<file path="config.mk">
export PLATFORM = sky130hd
export DESIGN_NAME = joystick_stepper_driver_flat
export DESIGN_NICKNAME = d
export VERILOG_FILES = /design/src/hdl/jsd_pkg.sv /design/src/hdl/jsd_sample_if.sv /design/src/hdl/jsd_result_if.sv /design/src/hdl/joystick_stepper_driver.sv /design/src/hdl/jsd_front.sv /design/src/hdl/jsd_queue.sv /design/src/hdl/jsd_back.sv /design/src/flat_wrapper.sv
export SDC_FILE = /design/constraint.sdc
export NUM_CORES = 1
export LEC_CHECK = 0
export BUFFER_PORTS_ARGS = -buffer_cell sky130_fd_sc_hd__buf_2
export CAP_MARGIN = 20
export CELL_PAD_IN_SITES_DETAIL_PLACEMENT = 1
export CELL_PAD_IN_SITES_GLOBAL_PLACEMENT = 2
export CORE_ASPECT_RATIO = 0.5
export CORE_MARGIN = 10
export CORE_UTILIZATION = 38
export DETAILED_ROUTE_END_ITERATION = 10
export PLACE_DENSITY_LB_ADDON = 0.3
export SLEW_MARGIN = 20
export SYNTH_ARGS = -nofsm -noshare
export SYNTH_HDL_FRONTEND = slang
export SYNTH_SLANG_ARGS = --single-unit
</file>
<file path="constraint.sdc">
create_clock -name i_clk -period 8 [get_ports i_clk]
set_input_delay 1.6 -clock i_clk [delete_from_list [all_inputs] [get_ports i_clk]]
set_output_delay 1.6 -clock i_clk [all_outputs]
set_load 0.02 [all_outputs]
</file>
<file path="src/hdl/jsd_pkg.sv">
package jsd_pkg;

    // Field and register widths fixed by the register map and result format.
    localparam int CENTER_W   = 10;
    localparam int DEAD_W     = 9;
    localparam int IVL_W      = 8;
    localparam int REV_W      = 8;
    localparam int COIL_W     = 4;
    localparam int PHASE_W    = 3;
    localparam int DIST_W     = 9;
    localparam int PROD_W     = 17;
    localparam int CFG_IDX_W  = 3;
    localparam int CFG_DATA_W = 10;

    // Full-scale deflection past the dead band.
    localparam logic [DIST_W-1:0] SPAN = 9'd412;

    // Division by 412 is done as a shift by two, then a multiply by the
    // rounded-up reciprocal of 103 scaled by 2^29. It is exact for every
    // product this block can form.
    localparam int                RECIP_W     = 23;
    localparam int                RECIP_SHIFT = 29;
    localparam logic [RECIP_W-1:0] RECIP_MULT = 23'd5212339;
    localparam int                QUOT_W      = (PROD_W - 2) + RECIP_W;

    // Register indexes.
    localparam logic [CFG_IDX_W-1:0] REG_CENTER = 3'd0;
    localparam logic [CFG_IDX_W-1:0] REG_DEAD   = 3'd1;
    localparam logic [CFG_IDX_W-1:0] REG_SLOW   = 3'd2;
    localparam logic [CFG_IDX_W-1:0] REG_FAST   = 3'd3;
    localparam logic [CFG_IDX_W-1:0] REG_REVLIM = 3'd4;

    // Register values after reset.
    localparam logic [CENTER_W-1:0] RST_CENTER = 10'd500;
    localparam logic [DEAD_W-1:0]   RST_DEAD   = 9'd100;
    localparam logic [IVL_W-1:0]    RST_SLOW   = 8'd20;
    localparam logic [IVL_W-1:0]    RST_FAST   = 8'd1;
    localparam logic [REV_W-1:0]    RST_REVLIM = 8'd128;

    localparam int QUEUE_DEPTH = 4;

    typedef struct packed {
        logic [CENTER_W-1:0] center;
        logic [DEAD_W-1:0]   dead;
        logic [IVL_W-1:0]    slow;
        logic [IVL_W-1:0]    fast;
        logic [REV_W-1:0]    rev_limit;
    } t_cfg;

    // One classified sample handed from the front end to the controller.
    typedef struct packed {
        logic [IVL_W-1:0] interval;
        logic             moving;
        logic             cw;
    } t_cmd;

    typedef enum logic [2:0] {
        MODE_INIT = 3'b001,
        MODE_WAIT = 3'b010,
        MODE_RUN  = 3'b100
    } t_mode;

    // Eight-phase half-step coil sequence.
    function automatic logic [COIL_W-1:0] half_step(input logic [PHASE_W-1:0] idx);
        logic [COIL_W-1:0] pat;
        case (idx)
            3'd0: pat = 4'b0001;
            3'd1: pat = 4'b0011;
            3'd2: pat = 4'b0010;
            3'd3: pat = 4'b0110;
            3'd4: pat = 4'b0100;
            3'd5: pat = 4'b1100;
            3'd6: pat = 4'b1000;
            3'd7: pat = 4'b1001;
            default: pat = 4'b0000;
        endcase
        return pat;
    endfunction

endpackage

</file>
<file path="src/hdl/jsd_sample_if.sv">
interface jsd_sample_if #(
    parameter int SAMPLE_BITS = 10
);
    logic                   valid;
    logic                   ready;
    logic [SAMPLE_BITS-1:0] joystick_y;

    modport source (output valid, output joystick_y, input ready);
    modport sink   (input valid, input joystick_y, output ready);
endinterface

</file>
<file path="src/hdl/jsd_result_if.sv">
interface jsd_result_if;
    logic       valid;
    logic       ready;
    logic [3:0] coil_pattern;
    logic       running;
    logic       clockwise;

    modport source (output valid, output coil_pattern, output running, output clockwise,
                    input ready);
    modport sink   (input valid, input coil_pattern, input running, input clockwise,
                    output ready);
endinterface

</file>
<file path="src/hdl/joystick_stepper_driver.sv">
// Channel    Dir  Port       Payload
// sample     in   i_sample   joystick_y (SAMPLE_BITS)
// result     out  o_result   coil_pattern (4), running (1), clockwise (1)
// config     in   i_cfg_*    register index (3), data (10), write enable
//
// One word is accepted per cycle and one result word leaves per cycle when
// neither side stalls. A sample passes through the front-end pipe (classify, multiply,
// reciprocal multiply) and then the queue, and its result word shows in the controller's
// output register once the controller takes it from the queue.
// Synchronous active-low reset restores the config registers and control state to defaults.
// A stalled output backs up into a four-word queue before the front end stops taking samples.
module joystick_stepper_driver #(
    parameter int SAMPLE_BITS = 10
) (
    input  logic                              i_clk,
    input  logic                              i_rst_n,
    jsd_sample_if.sink                        i_sample,
    jsd_result_if.source                      o_result,
    input  logic                              i_cfg_we,
    input  logic [jsd_pkg::CFG_IDX_W-1:0]     i_cfg_idx,
    input  logic [jsd_pkg::CFG_DATA_W-1:0]    i_cfg_data
);
    import jsd_pkg::*;

    t_cfg r_cfg;
    t_cmd front_cmd;
    t_cmd back_cmd;
    logic front_valid;
    logic queue_ready;
    logic queue_valid;
    logic back_ready;

    // Register bank. Writes to indexes past the last register are dropped and
    // the data is cut to each register's width.
    always_ff @(posedge i_clk) begin
        if (!i_rst_n) begin
            r_cfg.center    <= RST_CENTER;
            r_cfg.dead      <= RST_DEAD;
            r_cfg.slow      <= RST_SLOW;
            r_cfg.fast      <= RST_FAST;
            r_cfg.rev_limit <= RST_REVLIM;
        end else if (i_cfg_we) begin
            case (i_cfg_idx)
                REG_CENTER: r_cfg.center    <= i_cfg_data[CENTER_W-1:0];
                REG_DEAD:   r_cfg.dead      <= i_cfg_data[DEAD_W-1:0];
                REG_SLOW:   r_cfg.slow      <= i_cfg_data[IVL_W-1:0];
                REG_FAST:   r_cfg.fast      <= i_cfg_data[IVL_W-1:0];
                REG_REVLIM: r_cfg.rev_limit <= i_cfg_data[REV_W-1:0];
                default: ;
            endcase
        end
    end

    // Front end: works out direction and step interval for each sample.
    jsd_front #(
        .SAMPLE_BITS (SAMPLE_BITS)
    ) u_front (
        .i_clk       (i_clk),
        .i_rst_n     (i_rst_n),
        .i_sample    (i_sample),
        .i_cfg       (r_cfg),
        .o_cmd       (front_cmd),
        .o_cmd_valid (front_valid),
        .i_cmd_ready (queue_ready)
    );

    // Short queue so the controller and the front end can stall separately.
    jsd_queue u_queue (
        .i_clk        (i_clk),
        .i_rst_n      (i_rst_n),
        .i_cmd        (front_cmd),
        .i_push_valid (front_valid),
        .o_push_ready (queue_ready),
        .o_cmd        (back_cmd),
        .o_pop_valid  (queue_valid),
        .i_pop_ready  (back_ready)
    );

    // Controller: init, wait and run modes, step timer and coil sequencing.
    jsd_back u_back (
        .i_clk       (i_clk),
        .i_rst_n     (i_rst_n),
        .i_cmd       (back_cmd),
        .i_cmd_valid (queue_valid),
        .o_cmd_ready (back_ready),
        .i_rev_limit (r_cfg.rev_limit),
        .o_result    (o_result)
    );

    // Coils are always released while the motor is not running.
    a_coils_off_when_idle: assert property (@(posedge i_clk) disable iff (!i_rst_n)
        (o_result.valid && !o_result.running) |-> (o_result.coil_pattern == '0))
        else $error("coils driven while not running");

    // A half-step pattern never energises more than two adjacent coils.
    a_coil_pattern_legal: assert property (@(posedge i_clk) disable iff (!i_rst_n)
        o_result.valid |-> ($countones(o_result.coil_pattern) <= 2))
        else $error("illegal coil pattern");

    // A stalled result word keeps the coil pattern it showed.
    a_coil_hold_on_stall: assert property (@(posedge i_clk) disable iff (!i_rst_n)
        (o_result.valid && !o_result.ready) |=> $stable(o_result.coil_pattern))
        else $error("coil pattern changed under stall");

endmodule

</file>
<file path="src/hdl/jsd_front.sv">
module jsd_front #(
    parameter int SAMPLE_BITS = 10
) (
    input  logic         i_clk,
    input  logic         i_rst_n,
    jsd_sample_if.sink   i_sample,
    input  jsd_pkg::t_cfg i_cfg,
    output jsd_pkg::t_cmd o_cmd,
    output logic         o_cmd_valid,
    input  logic         i_cmd_ready
);
    import jsd_pkg::*;

    localparam int CMP_W = (SAMPLE_BITS > CENTER_W + 1) ? SAMPLE_BITS : CENTER_W + 1;

    logic                  adv;
    logic [CMP_W-1:0]      y_ext;
    logic [CMP_W-1:0]      lo;
    logic [CMP_W-1:0]      hi;
    logic [CMP_W-1:0]      dist_raw;
    logic [DIST_W-1:0]     dist_clamp;
    logic                  below;
    logic                  above;
    logic [IVL_W-1:0]      fast_c;
    logic [IVL_W-1:0]      diff;
    logic [QUOT_W-1:0]     quot_full;
    logic [IVL_W-1:0]      quot;

    // Stage one: classification and clamped distance.
    logic                  r_s1_vld;
    logic [DIST_W-1:0]     r_s1_dist;
    logic                  r_s1_move;
    logic                  r_s1_cw;
    // Stage two: distance times speed range.
    logic                  r_s2_vld;
    logic [PROD_W-1:0]     r_s2_prod;
    logic                  r_s2_move;
    logic                  r_s2_cw;
    // Stage three: finished command.
    logic                  r_s3_vld;
    t_cmd                  r_s3_cmd;

    // The pipe moves as a whole whenever its last stage is empty or drained.
    assign adv            = !r_s3_vld || i_cmd_ready;
    assign i_sample.ready = adv;
    assign o_cmd_valid    = r_s3_vld;
    assign o_cmd          = r_s3_cmd;

    always_comb begin
        y_ext = CMP_W'(i_sample.joystick_y);
        lo    = (i_cfg.center > CENTER_W'(i_cfg.dead))
                ? CMP_W'(i_cfg.center - CENTER_W'(i_cfg.dead)) : '0;
        hi    = CMP_W'(i_cfg.center) + CMP_W'(i_cfg.dead);
        below = y_ext < lo;
        above = !below && (y_ext > hi);
        dist_raw   = below ? (lo - y_ext) : (y_ext - hi);
        dist_clamp = (dist_raw > CMP_W'(SPAN)) ? SPAN : dist_raw[DIST_W-1:0];

        fast_c = (i_cfg.fast > i_cfg.slow) ? i_cfg.slow : i_cfg.fast;
        diff   = i_cfg.slow - fast_c;

        quot_full = QUOT_W'(r_s2_prod[PROD_W-1:2]) * QUOT_W'(RECIP_MULT);
        quot      = quot_full[RECIP_SHIFT +: IVL_W];
    end

    always_ff @(posedge i_clk) begin
        if (!i_rst_n) begin
            r_s1_vld <= 1'b0;
            r_s2_vld <= 1'b0;
            r_s3_vld <= 1'b0;
        end else if (adv) begin
            r_s1_vld <= i_sample.valid;
            r_s2_vld <= r_s1_vld;
            r_s3_vld <= r_s2_vld;
        end
    end

    always_ff @(posedge i_clk) begin
        if (adv) begin
            r_s1_dist <= dist_clamp;
            r_s1_move <= below || above;
            r_s1_cw   <= below;

            r_s2_prod <= PROD_W'(r_s1_dist) * PROD_W'(diff);
            r_s2_move <= r_s1_move;
            r_s2_cw   <= r_s1_cw;

            r_s3_cmd.interval <= i_cfg.slow - quot;
            r_s3_cmd.moving   <= r_s2_move;
            r_s3_cmd.cw       <= r_s2_cw;
        end
    end

endmodule

</file>
<file path="src/hdl/jsd_queue.sv">
module jsd_queue (
    input  logic          i_clk,
    input  logic          i_rst_n,
    input  jsd_pkg::t_cmd i_cmd,
    input  logic          i_push_valid,
    output logic          o_push_ready,
    output jsd_pkg::t_cmd o_cmd,
    output logic          o_pop_valid,
    input  logic          i_pop_ready
);
    import jsd_pkg::*;

    localparam int PTR_W = $clog2(QUEUE_DEPTH);
    localparam int CNT_W = $clog2(QUEUE_DEPTH + 1);

    t_cmd             r_mem [QUEUE_DEPTH];
    logic [PTR_W-1:0] r_wr;
    logic [PTR_W-1:0] r_rd;
    logic [CNT_W-1:0] r_cnt;
    logic             push;
    logic             pop;

    assign o_push_ready = r_cnt != CNT_W'(QUEUE_DEPTH);
    assign o_pop_valid  = r_cnt != '0;
    assign o_cmd        = r_mem[r_rd];
    assign push         = i_push_valid && o_push_ready;
    assign pop          = o_pop_valid && i_pop_ready;

    always_ff @(posedge i_clk) begin
        if (!i_rst_n) begin
            r_wr  <= '0;
            r_rd  <= '0;
            r_cnt <= '0;
        end else begin
            if (push) begin
                r_wr <= (r_wr == PTR_W'(QUEUE_DEPTH - 1)) ? '0 : r_wr + 1'b1;
            end
            if (pop) begin
                r_rd <= (r_rd == PTR_W'(QUEUE_DEPTH - 1)) ? '0 : r_rd + 1'b1;
            end
            if (push && !pop) begin
                r_cnt <= r_cnt + 1'b1;
            end else if (pop && !push) begin
                r_cnt <= r_cnt - 1'b1;
            end
        end
    end

    always_ff @(posedge i_clk) begin
        if (push) begin
            r_mem[r_wr] <= i_cmd;
        end
    end

endmodule

</file>
<file path="src/hdl/jsd_back.sv">
module jsd_back (
    input  logic                        i_clk,
    input  logic                        i_rst_n,
    input  jsd_pkg::t_cmd               i_cmd,
    input  logic                        i_cmd_valid,
    output logic                        o_cmd_ready,
    input  logic [jsd_pkg::REV_W-1:0]   i_rev_limit,
    jsd_result_if.source                o_result
);
    import jsd_pkg::*;

    t_mode              r_mode;
    logic [PHASE_W-1:0] r_phase;
    logic [IVL_W-1:0]   r_timer;
    logic [REV_W-1:0]   r_rev;
    logic [COIL_W-1:0]  r_coil;
    logic               r_cw;
    logic               r_out_vld;

    t_mode              n_mode;
    logic [PHASE_W-1:0] n_phase;
    logic [IVL_W-1:0]   n_timer;
    logic [REV_W-1:0]   n_rev;
    logic [COIL_W-1:0]  n_coil;
    logic               n_cw;
    logic               take;
    logic               fire;

    // The controller state doubles as the output word, so a new command is
    // taken whenever the word on show is gone or being taken.
    assign take        = !r_out_vld || o_result.ready;
    assign o_cmd_ready = take;
    assign fire        = i_cmd_valid && take;

    assign o_result.valid        = r_out_vld;
    assign o_result.coil_pattern = r_coil;
    assign o_result.running      = r_mode == MODE_RUN;
    assign o_result.clockwise    = r_cw;

    always_comb begin
        logic [IVL_W-1:0] tick;
        n_mode  = r_mode;
        n_phase = r_phase;
        n_timer = r_timer;
        n_rev   = r_rev;
        n_coil  = r_coil;
        n_cw    = r_cw;
        tick    = '0;
        if (fire) begin
            n_cw = i_cmd.cw;
            case (r_mode)
                MODE_INIT: begin
                    if (i_cmd.moving) begin
                        n_rev   = '0;
                        n_phase = '0;
                        n_timer = '0;
                        n_mode  = MODE_RUN;
                    end else begin
                        n_mode = MODE_WAIT;
                    end
                end
                MODE_WAIT: begin
                    if (i_cmd.moving) begin
                        n_mode = MODE_RUN;
                    end
                end
                MODE_RUN: begin
                    if (!i_cmd.moving || r_rev >= i_rev_limit) begin
                        n_rev   = '0;
                        n_phase = '0;
                        n_mode  = MODE_WAIT;
                    end
                end
                default: begin
                    n_mode = MODE_INIT;
                end
            endcase

            if (n_mode == MODE_RUN) begin
                tick = n_timer + 1'b1;
                if (tick >= i_cmd.interval) begin
                    n_timer = '0;
                    n_coil  = half_step(i_cmd.cw ? n_phase : ~n_phase);
                    if (n_phase == '1) begin
                        n_rev = n_rev + 1'b1;
                    end
                    n_phase = n_phase + 1'b1;
                end else begin
                    n_timer = tick;
                end
            end else begin
                n_coil = '0;
            end
        end
    end

    always_ff @(posedge i_clk) begin
        if (!i_rst_n) begin
            r_mode    <= MODE_INIT;
            r_phase   <= '0;
            r_timer   <= '0;
            r_rev     <= '0;
            r_coil    <= '0;
            r_cw      <= 1'b0;
            r_out_vld <= 1'b0;
        end else begin
            r_mode  <= n_mode;
            r_phase <= n_phase;
            r_timer <= n_timer;
            r_rev   <= n_rev;
            r_coil  <= n_coil;
            r_cw    <= n_cw;
            if (fire) begin
                r_out_vld <= 1'b1;
            end else if (o_result.ready) begin
                r_out_vld <= 1'b0;
            end
        end
    end

endmodule
</file>
<file path="src/flat_wrapper.sv">
// flat-port wrapper written by rule: the top's interface ports become plain ports
module joystick_stepper_driver_flat import jsd_pkg::*;
#(
    parameter int SAMPLE_BITS = 10
)
  (i_clk, i_rst_n, i_cfg_we, i_cfg_idx, i_cfg_data, i_sample_valid, i_sample_joystick_y, i_sample_ready, o_result_valid, o_result_coil_pattern, o_result_running, o_result_clockwise, o_result_ready);
  jsd_sample_if #(.SAMPLE_BITS(SAMPLE_BITS)) i_sample_i ();
  jsd_result_if o_result_i ();
  input  logic i_clk;
  input  logic i_rst_n;
  input  logic i_cfg_we;
  input  logic [jsd_pkg::CFG_IDX_W-1:0] i_cfg_idx;
  input  logic [jsd_pkg::CFG_DATA_W-1:0] i_cfg_data;
  input wire logic [$bits(i_sample_i.valid)-1:0] i_sample_valid;
  input wire logic [$bits(i_sample_i.joystick_y)-1:0] i_sample_joystick_y;
  output wire logic [$bits(i_sample_i.ready)-1:0] i_sample_ready;
  output wire logic [$bits(o_result_i.valid)-1:0] o_result_valid;
  output wire logic [$bits(o_result_i.coil_pattern)-1:0] o_result_coil_pattern;
  output wire logic [$bits(o_result_i.running)-1:0] o_result_running;
  output wire logic [$bits(o_result_i.clockwise)-1:0] o_result_clockwise;
  input wire logic [$bits(o_result_i.ready)-1:0] o_result_ready;
  assign i_sample_i.valid = i_sample_valid;
  assign i_sample_i.joystick_y = i_sample_joystick_y;
  assign i_sample_ready = i_sample_i.ready;
  assign o_result_valid = o_result_i.valid;
  assign o_result_coil_pattern = o_result_i.coil_pattern;
  assign o_result_running = o_result_i.running;
  assign o_result_clockwise = o_result_i.clockwise;
  assign o_result_i.ready = o_result_ready;
  joystick_stepper_driver #(.SAMPLE_BITS(SAMPLE_BITS)) u_core (.i_clk(i_clk), .i_rst_n(i_rst_n), .i_sample(i_sample_i), .o_result(o_result_i), .i_cfg_we(i_cfg_we), .i_cfg_idx(i_cfg_idx), .i_cfg_data(i_cfg_data));
endmodule
</file>
Word level (Yosys, flattened, before mapping) --
Memories as Yosys holds them, arrays and structs flattened. A register that Yosys moved wholly into a read port is not among the register bits. Cells that the tools add are included.
Storage, ports and cells: register bits after elaboration 121, memory bits (writable) 40, bits in read-only memories 32, input bits 28, logic and storage cells 129, memories 2
Operators by class: add/subtract/negate cells 13, $mul 2, order comparisons 7, equal/unequal tests 13, mux-type cells 39, bitwise gates (word level) 1, reduce and logical (&&, ||, !) cells 25
Memories:
- u_core.u_queue.r_mem | words 4, bits a word 10, rd ports 1, clocked after Yosys merged registers in 1, wr ports 1, line jsd_queue.sv:16 | t_cmd r_mem [QUEUE_DEPTH];
- (name not given) | words 8, bits a word 4, rd ports 1, clocked after Yosys merged registers in 0, wr ports 0, line jsd_pkg.sv:66 | case (idx)
Operators with widths (number):
- 8-bit two-way mux | 12
- 15-bit by 23-bit multiplier with 37-bit output (second input constant) | 1
- 3-bit two-way mux | 12
- 11-bit two-way mux | 2
- 9-bit by 8-bit multiplier with 17-bit output | 1
- 8-bit by 1-bit adder with 8-bit output (second input constant) | 2
- 8-bit >= comparator | 2
- 8-bit case mux with 2 select lines | 1
- 8-bit subtractor | 2
- 3-bit == test (second input constant) | 4
- 2-bit AND reduction | 6
- 10-bit by 9-bit adder with 11-bit output | 1
- 10-bit by 11-bit > comparator with 1-bit output | 1
- 11-bit by 9-bit > comparator with 1-bit output (second input constant) | 1
- 10-bit by 11-bit < comparator with 1-bit output | 1
- 10-bit by 11-bit subtractor with 11-bit output | 1
- 10-bit by 9-bit subtractor with 11-bit output | 1
- 11-bit by 10-bit subtractor with 11-bit output | 1
- 10-bit by 9-bit > comparator with 1-bit output | 1
- 3-bit by 2-bit == test with 1-bit output (second input constant) | 3
- 3-bit case mux with 3 select lines | 1
- 8-bit > comparator | 1
- 2-bit two-way mux | 4
- 4-bit two-way mux | 2
- 16 further kinds | 36

Logic depth before layout (Yosys ltp) --
An unclocked memory read counts as a cell.
depth in word-level cells 10, mapped depth 37

Hierarchy --
Synthesis repeated with hierarchy kept, for this count alone.
Unflattened totals: cells, all modules 1718, area, all modules 17194.0 µm²
By module, submodules not included:
- jsd_front | instances 1, cells each 1171, area each 11364.6 µm²
- jsd_back | instances 1, cells each 281, area each 2232.1 µm²
- jsd_queue | instances 1, cells each 103, area each 1920.6 µm²
- joystick_stepper_driver | instances 1, cells each 163, area each 1676.6 µm²

Least setup slack after synthesis --
OpenSTA, ideal clock, no wires.
path kind reg2reg, start reg u_core.r_cfg[17] in the netlist's numbering, end reg u_core.u_front.r_s2_prod[15] (data pin), setup time 0.257 ns, arrival time 7.251 ns, required time 7.743 ns, slack 0.492 ns, cell stages (with the launch flop) 37, buffers on the path 1, period minus slack after synthesis 7.508 ns, cells stage by stage dfxtp_1 inv_1 ha_1 nor2b_1 o21a_1 o21ai_0 nand2b_1 a21oi_1 o21ai_0 nand2_1 clkbuf_1 a21oi_1 ha_1 nor2b_1 o21ai_0 a21boi_1 o21ai_0 nand2b_1 a21o_1 a21oi_1 xor2_1 nand2_1 fa_1 fa_1 inv_1 fa_1 inv_1 fa_1 inv_1 ha_1 a21boi_0 o21ai_0 nand2b_1 a21o_1 a41o_1 o41a_1 xor2_1
Between the ends: cells in the longest elaborated chain, start to end 4
Ends and longest elaborated chain:
- start, declared | line joystick_stepper_driver.sv:25 | t_cfg r_cfg;
- 8-bit > comparator | line jsd_front.sv:59 | fast_c = (i_cfg.fast > i_cfg.slow) ? i_cfg.slow : i_cfg.fast;
- 8-bit two-way mux | line jsd_front.sv:59
- 8-bit subtractor (*) | line jsd_front.sv:60 | diff = i_cfg.slow - fast_c;
- 9-bit by 8-bit multiplier with 17-bit output (*) | line jsd_front.sv:84 | r_s2_prod <= PROD_W'(r_s1_dist) * PROD_W'(diff);
- end signal, assigned | line jsd_front.sv:84
- end, declared | line jsd_front.sv:36 | logic [PROD_W-1:0] r_s2_prod;
Every way passes the cells marked *; elsewhere a longest branch is shown, timed or not. A chain may end at the register's enable or synchronous reset.

Final worst setup path --
start reg u_core.r_cfg[17] in the netlist's numbering, end reg u_core.u_front.r_s2_prod[16] (data pin)
Same word-level chain as after synthesis.

==> flow_summary.json <==
{
  "cp_max_fo": 7,
  "max_freq_ghz": 0.135,
  "final_max_slew_viol_count": 0,
  "insertion_delay_ps": 450,
  "max_stage_delay_ps": 530,
  "vias": 11700,
  "drt-pass1-iter-count": 5,
  "layout-drive-gt1-share": 0.0759,
  "ios": 36,
  "tightest_slew_ps": 904,
  "cp-end-kind": "register",
  "hp-class": "register to register",
  "worst_setup_path_start_kind": "register",
  "setup_tns_ps": 0,
  "fin_util": 0.419,
  "cts_tree": "yes",
  "grt-ovfl-total": 0,
  "initial_utilization": 0.384,
  "drt_wl_total_um": 39800,
  "synth_edf_count": 78,
  "grt_antenna_before_repair": 0,
  "synth.distinct_cells": 85,
  "ys_seq_elements": 161,
  "cts.sinks": 161,
  "outcome": "finished clean",
  "synth_ff_type": "dfxtp_1",
  "timing.final.setup_violations": 0,
  "synth.cell_area_um2": 16700,
  "drc_errors": 0,
  "die_x_um": 317,
  "reg2reg_to": "u_core.u_front.r_s2_prod[16]",
  "period_share": 0.929,
  "cp.buffers_inverters": 7,
  "dpl.cell_count": 2332,
  "core_area_um2": 43500,
  "fill_cells": 5030,
  "fin_cells": 2369,
  "critPathKind": "register to register",
  "seq_area_frac_synth": 0.239,
  "crit_slowest_cell": "fa_1",
  "reg2reg_depth": 37,
  "critical_path_arrival_ps": 7620,
  "grt_pass1_wl_um": 66200,
  "fp.dieH_um": 168,
  "track_usage": 0.154,
  "ant_nets": 0,
  "synthArstFlopShare": 0,
  "avgRoutedWirePerCell_um": 16.8,
  "clock_skew_ps": 11.1,
  "clock_path_buffers": 2,
  "grt_start_max_net_pins": 91,
  "slew_headroom": 0.393,
  "drv_cap": 0,
  "place.gp.congestion": 0.813,
  "syn-instance-count": 1725,
  "syn-num-nets": 2174,
  "path_clk_slew_ps": 70,
  "finalNetCount": 2215,
  "syn_avg_cell_area_um2": 9.70,
  "cts_buffers": 17,
  "areaGrowthSynthToFinish_pct": 9.02,
  "rsz0062_at_grt": "false",
  "fp.dieArea_um2": 53300,
  "min-delay-start": "u_core.u_front.r_s2_cw",
  "hold_depth": 0,
  "reg2reg_from": "u_core.r_cfg[17]",
  "hpwl_um": 33100,
  "htreeDepth": 4,
  "critical_path.top_delay_family": "adder cells",
  "min_period_ps": 7430,
  "row_count": 54,
  "hold_viol": 0,
  "worst_path_most_repeated_cell": "inv_1",
  "grt_pass1_vias": 12300,
  "numPortBuffers": 35,
  "yosys_warnings": 0,
  "critPathRequiredTime_ps": 8190,
  "reg2reg_slack_ps": 570,
  "hold_path_end": "u_core.u_front.o_cmd[0]",
  "clock_tree.root_cell": "clkbuf_16",
  "first_iter_violations": 478,
  "vias_per_cell": 4.94
}
## per-stage QoR
step	instance area, um2	worst slack [ps]	hold slack [ps]
global placement	17600	223	403
CTS	18200	52.5	426
finish	18200	569	424
detailed placement	17600	65.8	410
global route	18200	17.5	447
floorplan	16700	492	400
## cells in the mapped netlist, types with 3 or more instances
master	instances	share of area
nand4_1	13	0.0049
nor2b_1	42	0.016
ha_1	277	0.21
inv_1	269	0.060
xor2_1	23	0.012
a31oi_1	5	0.0019
mux4_2	9	0.012
fa_1	144	0.17
and2_1	50	0.019
or2_2	10	0.0037
nor2_1	74	0.017
o211ai_1	12	0.0054
o21a_1	8	0.0036
o21ai_1	9	0.0027
nand3b_1	4	0.0018
nor3b_1	3	0.0013
a21oi_1	66	0.020
buf_6	5	0.0034
a21boi_0	46	0.021
a211o_1	3	0.0016
xnor2_1	51	0.027
nor3_1	25	0.0075
clkbuf_1	24	0.0054
a21o_1	19	0.0085
nor4_1	5	0.0019
a211oi_1	4	0.0018
nand3_1	36	0.011
nand2_1	171	0.038
edfxtp_1	78	0.14
dfxtp_1	83	0.099
buf_2	4	0.0012
a21boi_1	6	0.0027
o21ai_0	38	0.011
or3_1	5	0.0019
mux2i_1	10	0.0060
and3_1	9	0.0034
o21bai_1	7	0.0031
a21oi_2	3	0.0016
nand2b_1	20	0.0075
and3b_1	3	0.0016
## worst register-to-register path: cells and delay by family, from the launching register on
kind                     cells  cell delay, ps
XOR/XNOR                     2             220
flip-flops                   1             330
buffers and inverters        7             590
AO/OA/AOI/OAI               13            2020
AND/OR/NAND/NOR              8             970
adder cells (fa/ha/maj)      7            3030
## per-layer routing
metal	GRT usage	part of all wire
met3	0.0182	0.017
met1	0.217	0.51
met4	0.0311	0.011
met5	0	0
met2	0.252	0.46
## cell type report
type / count / area [um2] / share of cell area
tap: 588 / 736 / 0.0403
sequential: 161 / 4000 / 0.220
clock buffer: 17 / 425 / 0.0233
multi-input combinational: 1258 / 11500 / 0.633
clock inverter: 15 / 161 / 0.00885
timing repair buffer: 58 / 348 / 0.0191
inverter: 270 / 1010 / 0.0556
antenna: 2 / 5.00 / 0.000274
## flip-flops by register name, indices dropped and copies added, names as in the netlist, named ones only
signal,cells
u_core.u_front.r_s2_vld,1
u_core.u_back.r_mode,3
u_core.u_back.r_timer,8
u_core.u_back.r_rev,8
u_core.u_front.r_s2_cw,1
u_core.u_front.r_s1_dist,9
u_core.u_back.o_result.valid,1
u_core.u_front.o_cmd_valid,1
u_core.u_front.r_s1_vld,1
u_core.u_queue.r_wr,2
u_core.u_back.o_result.clockwise,1
u_core.u_front.r_s1_move,1
u_core.u_back.r_phase,3
u_core.u_back.o_result.coil_pattern,4
u_core.u_queue.r_cnt,3
u_core.u_queue.r_mem,40
u_core.u_front.r_s1_cw,1
u_core.u_front.r_s2_prod,15
u_core.u_front.o_cmd,10
u_core.u_queue.r_rd,2
u_core.r_cfg,43
u_core.u_front.r_s2_move,1
## how the worst max path moves through the flow
stage | start | end | slack, ps | cells past startpoint
floorplan | u_core.r_cfg[17] | u_core.u_front.r_s2_prod[15] | 490 | 36
global placement | u_core.r_cfg[17] | u_core.u_front.r_s2_prod[15] | 220 | 36
detailed placement | u_core.r_cfg[17] | u_core.u_front.r_s2_prod[15] | 70 | 36
CTS | u_core.r_cfg[17] | u_core.u_front.r_s2_prod[15] | 50 | 36
global route | u_core.r_cfg[17] | u_core.u_front.r_s2_prod[16] | 20 | 38
finish | u_core.r_cfg[17] | u_core.u_front.r_s2_prod[16] | 570 | 37
## repair_timing
action                                  4_1_cts  5_1_grt
endpoints found under the setup margin        0        7
buffers inserted                              0        3
hold buffers                                  0        0
gates resized for setup                       0        8
## placed cells by master, fill, tap and decap left out, types with 10 or more instances in the layout
cell,netlist,final
nand2_1,171,170
a21boi_0,46,46
nand2b_1,20,20
nor3_1,25,25
nor2_1,74,74
buf_4,2,23
buf_2,4,35
nand3_1,36,35
dfxtp_1,83,83
ha_1,277,277
nand4_1,13,13
mux2i_1,10,10
o21ai_1,9,14
xnor2_1,51,51
fa_1,144,144
xor2_1,23,22
inv_1,269,269
o21ai_0,38,33
a21oi_1,66,65
a21o_1,19,19
clkbuf_16,0,17
nor2b_1,42,42
edfxtp_1,78,78
or2_2,10,10
and2_1,50,50
o211ai_1,12,12
## kinds of logic after synthesis
family / after synthesis / synth area share
multiplexers: 20 / 0.0188
AO/OA/AOI/OAI: 259 / 0.108
buffers and inverters: 306 / 0.0717
XOR/XNOR: 74 / 0.0388
flip-flops: 161 / 0.239
adder cells (fa/ha/maj): 421 / 0.380
AND/OR/NAND/NOR: 484 / 0.144
Power is not shown: default switching activity piles up to over one toggle a cycle in this logic, so the estimate is an artifact.
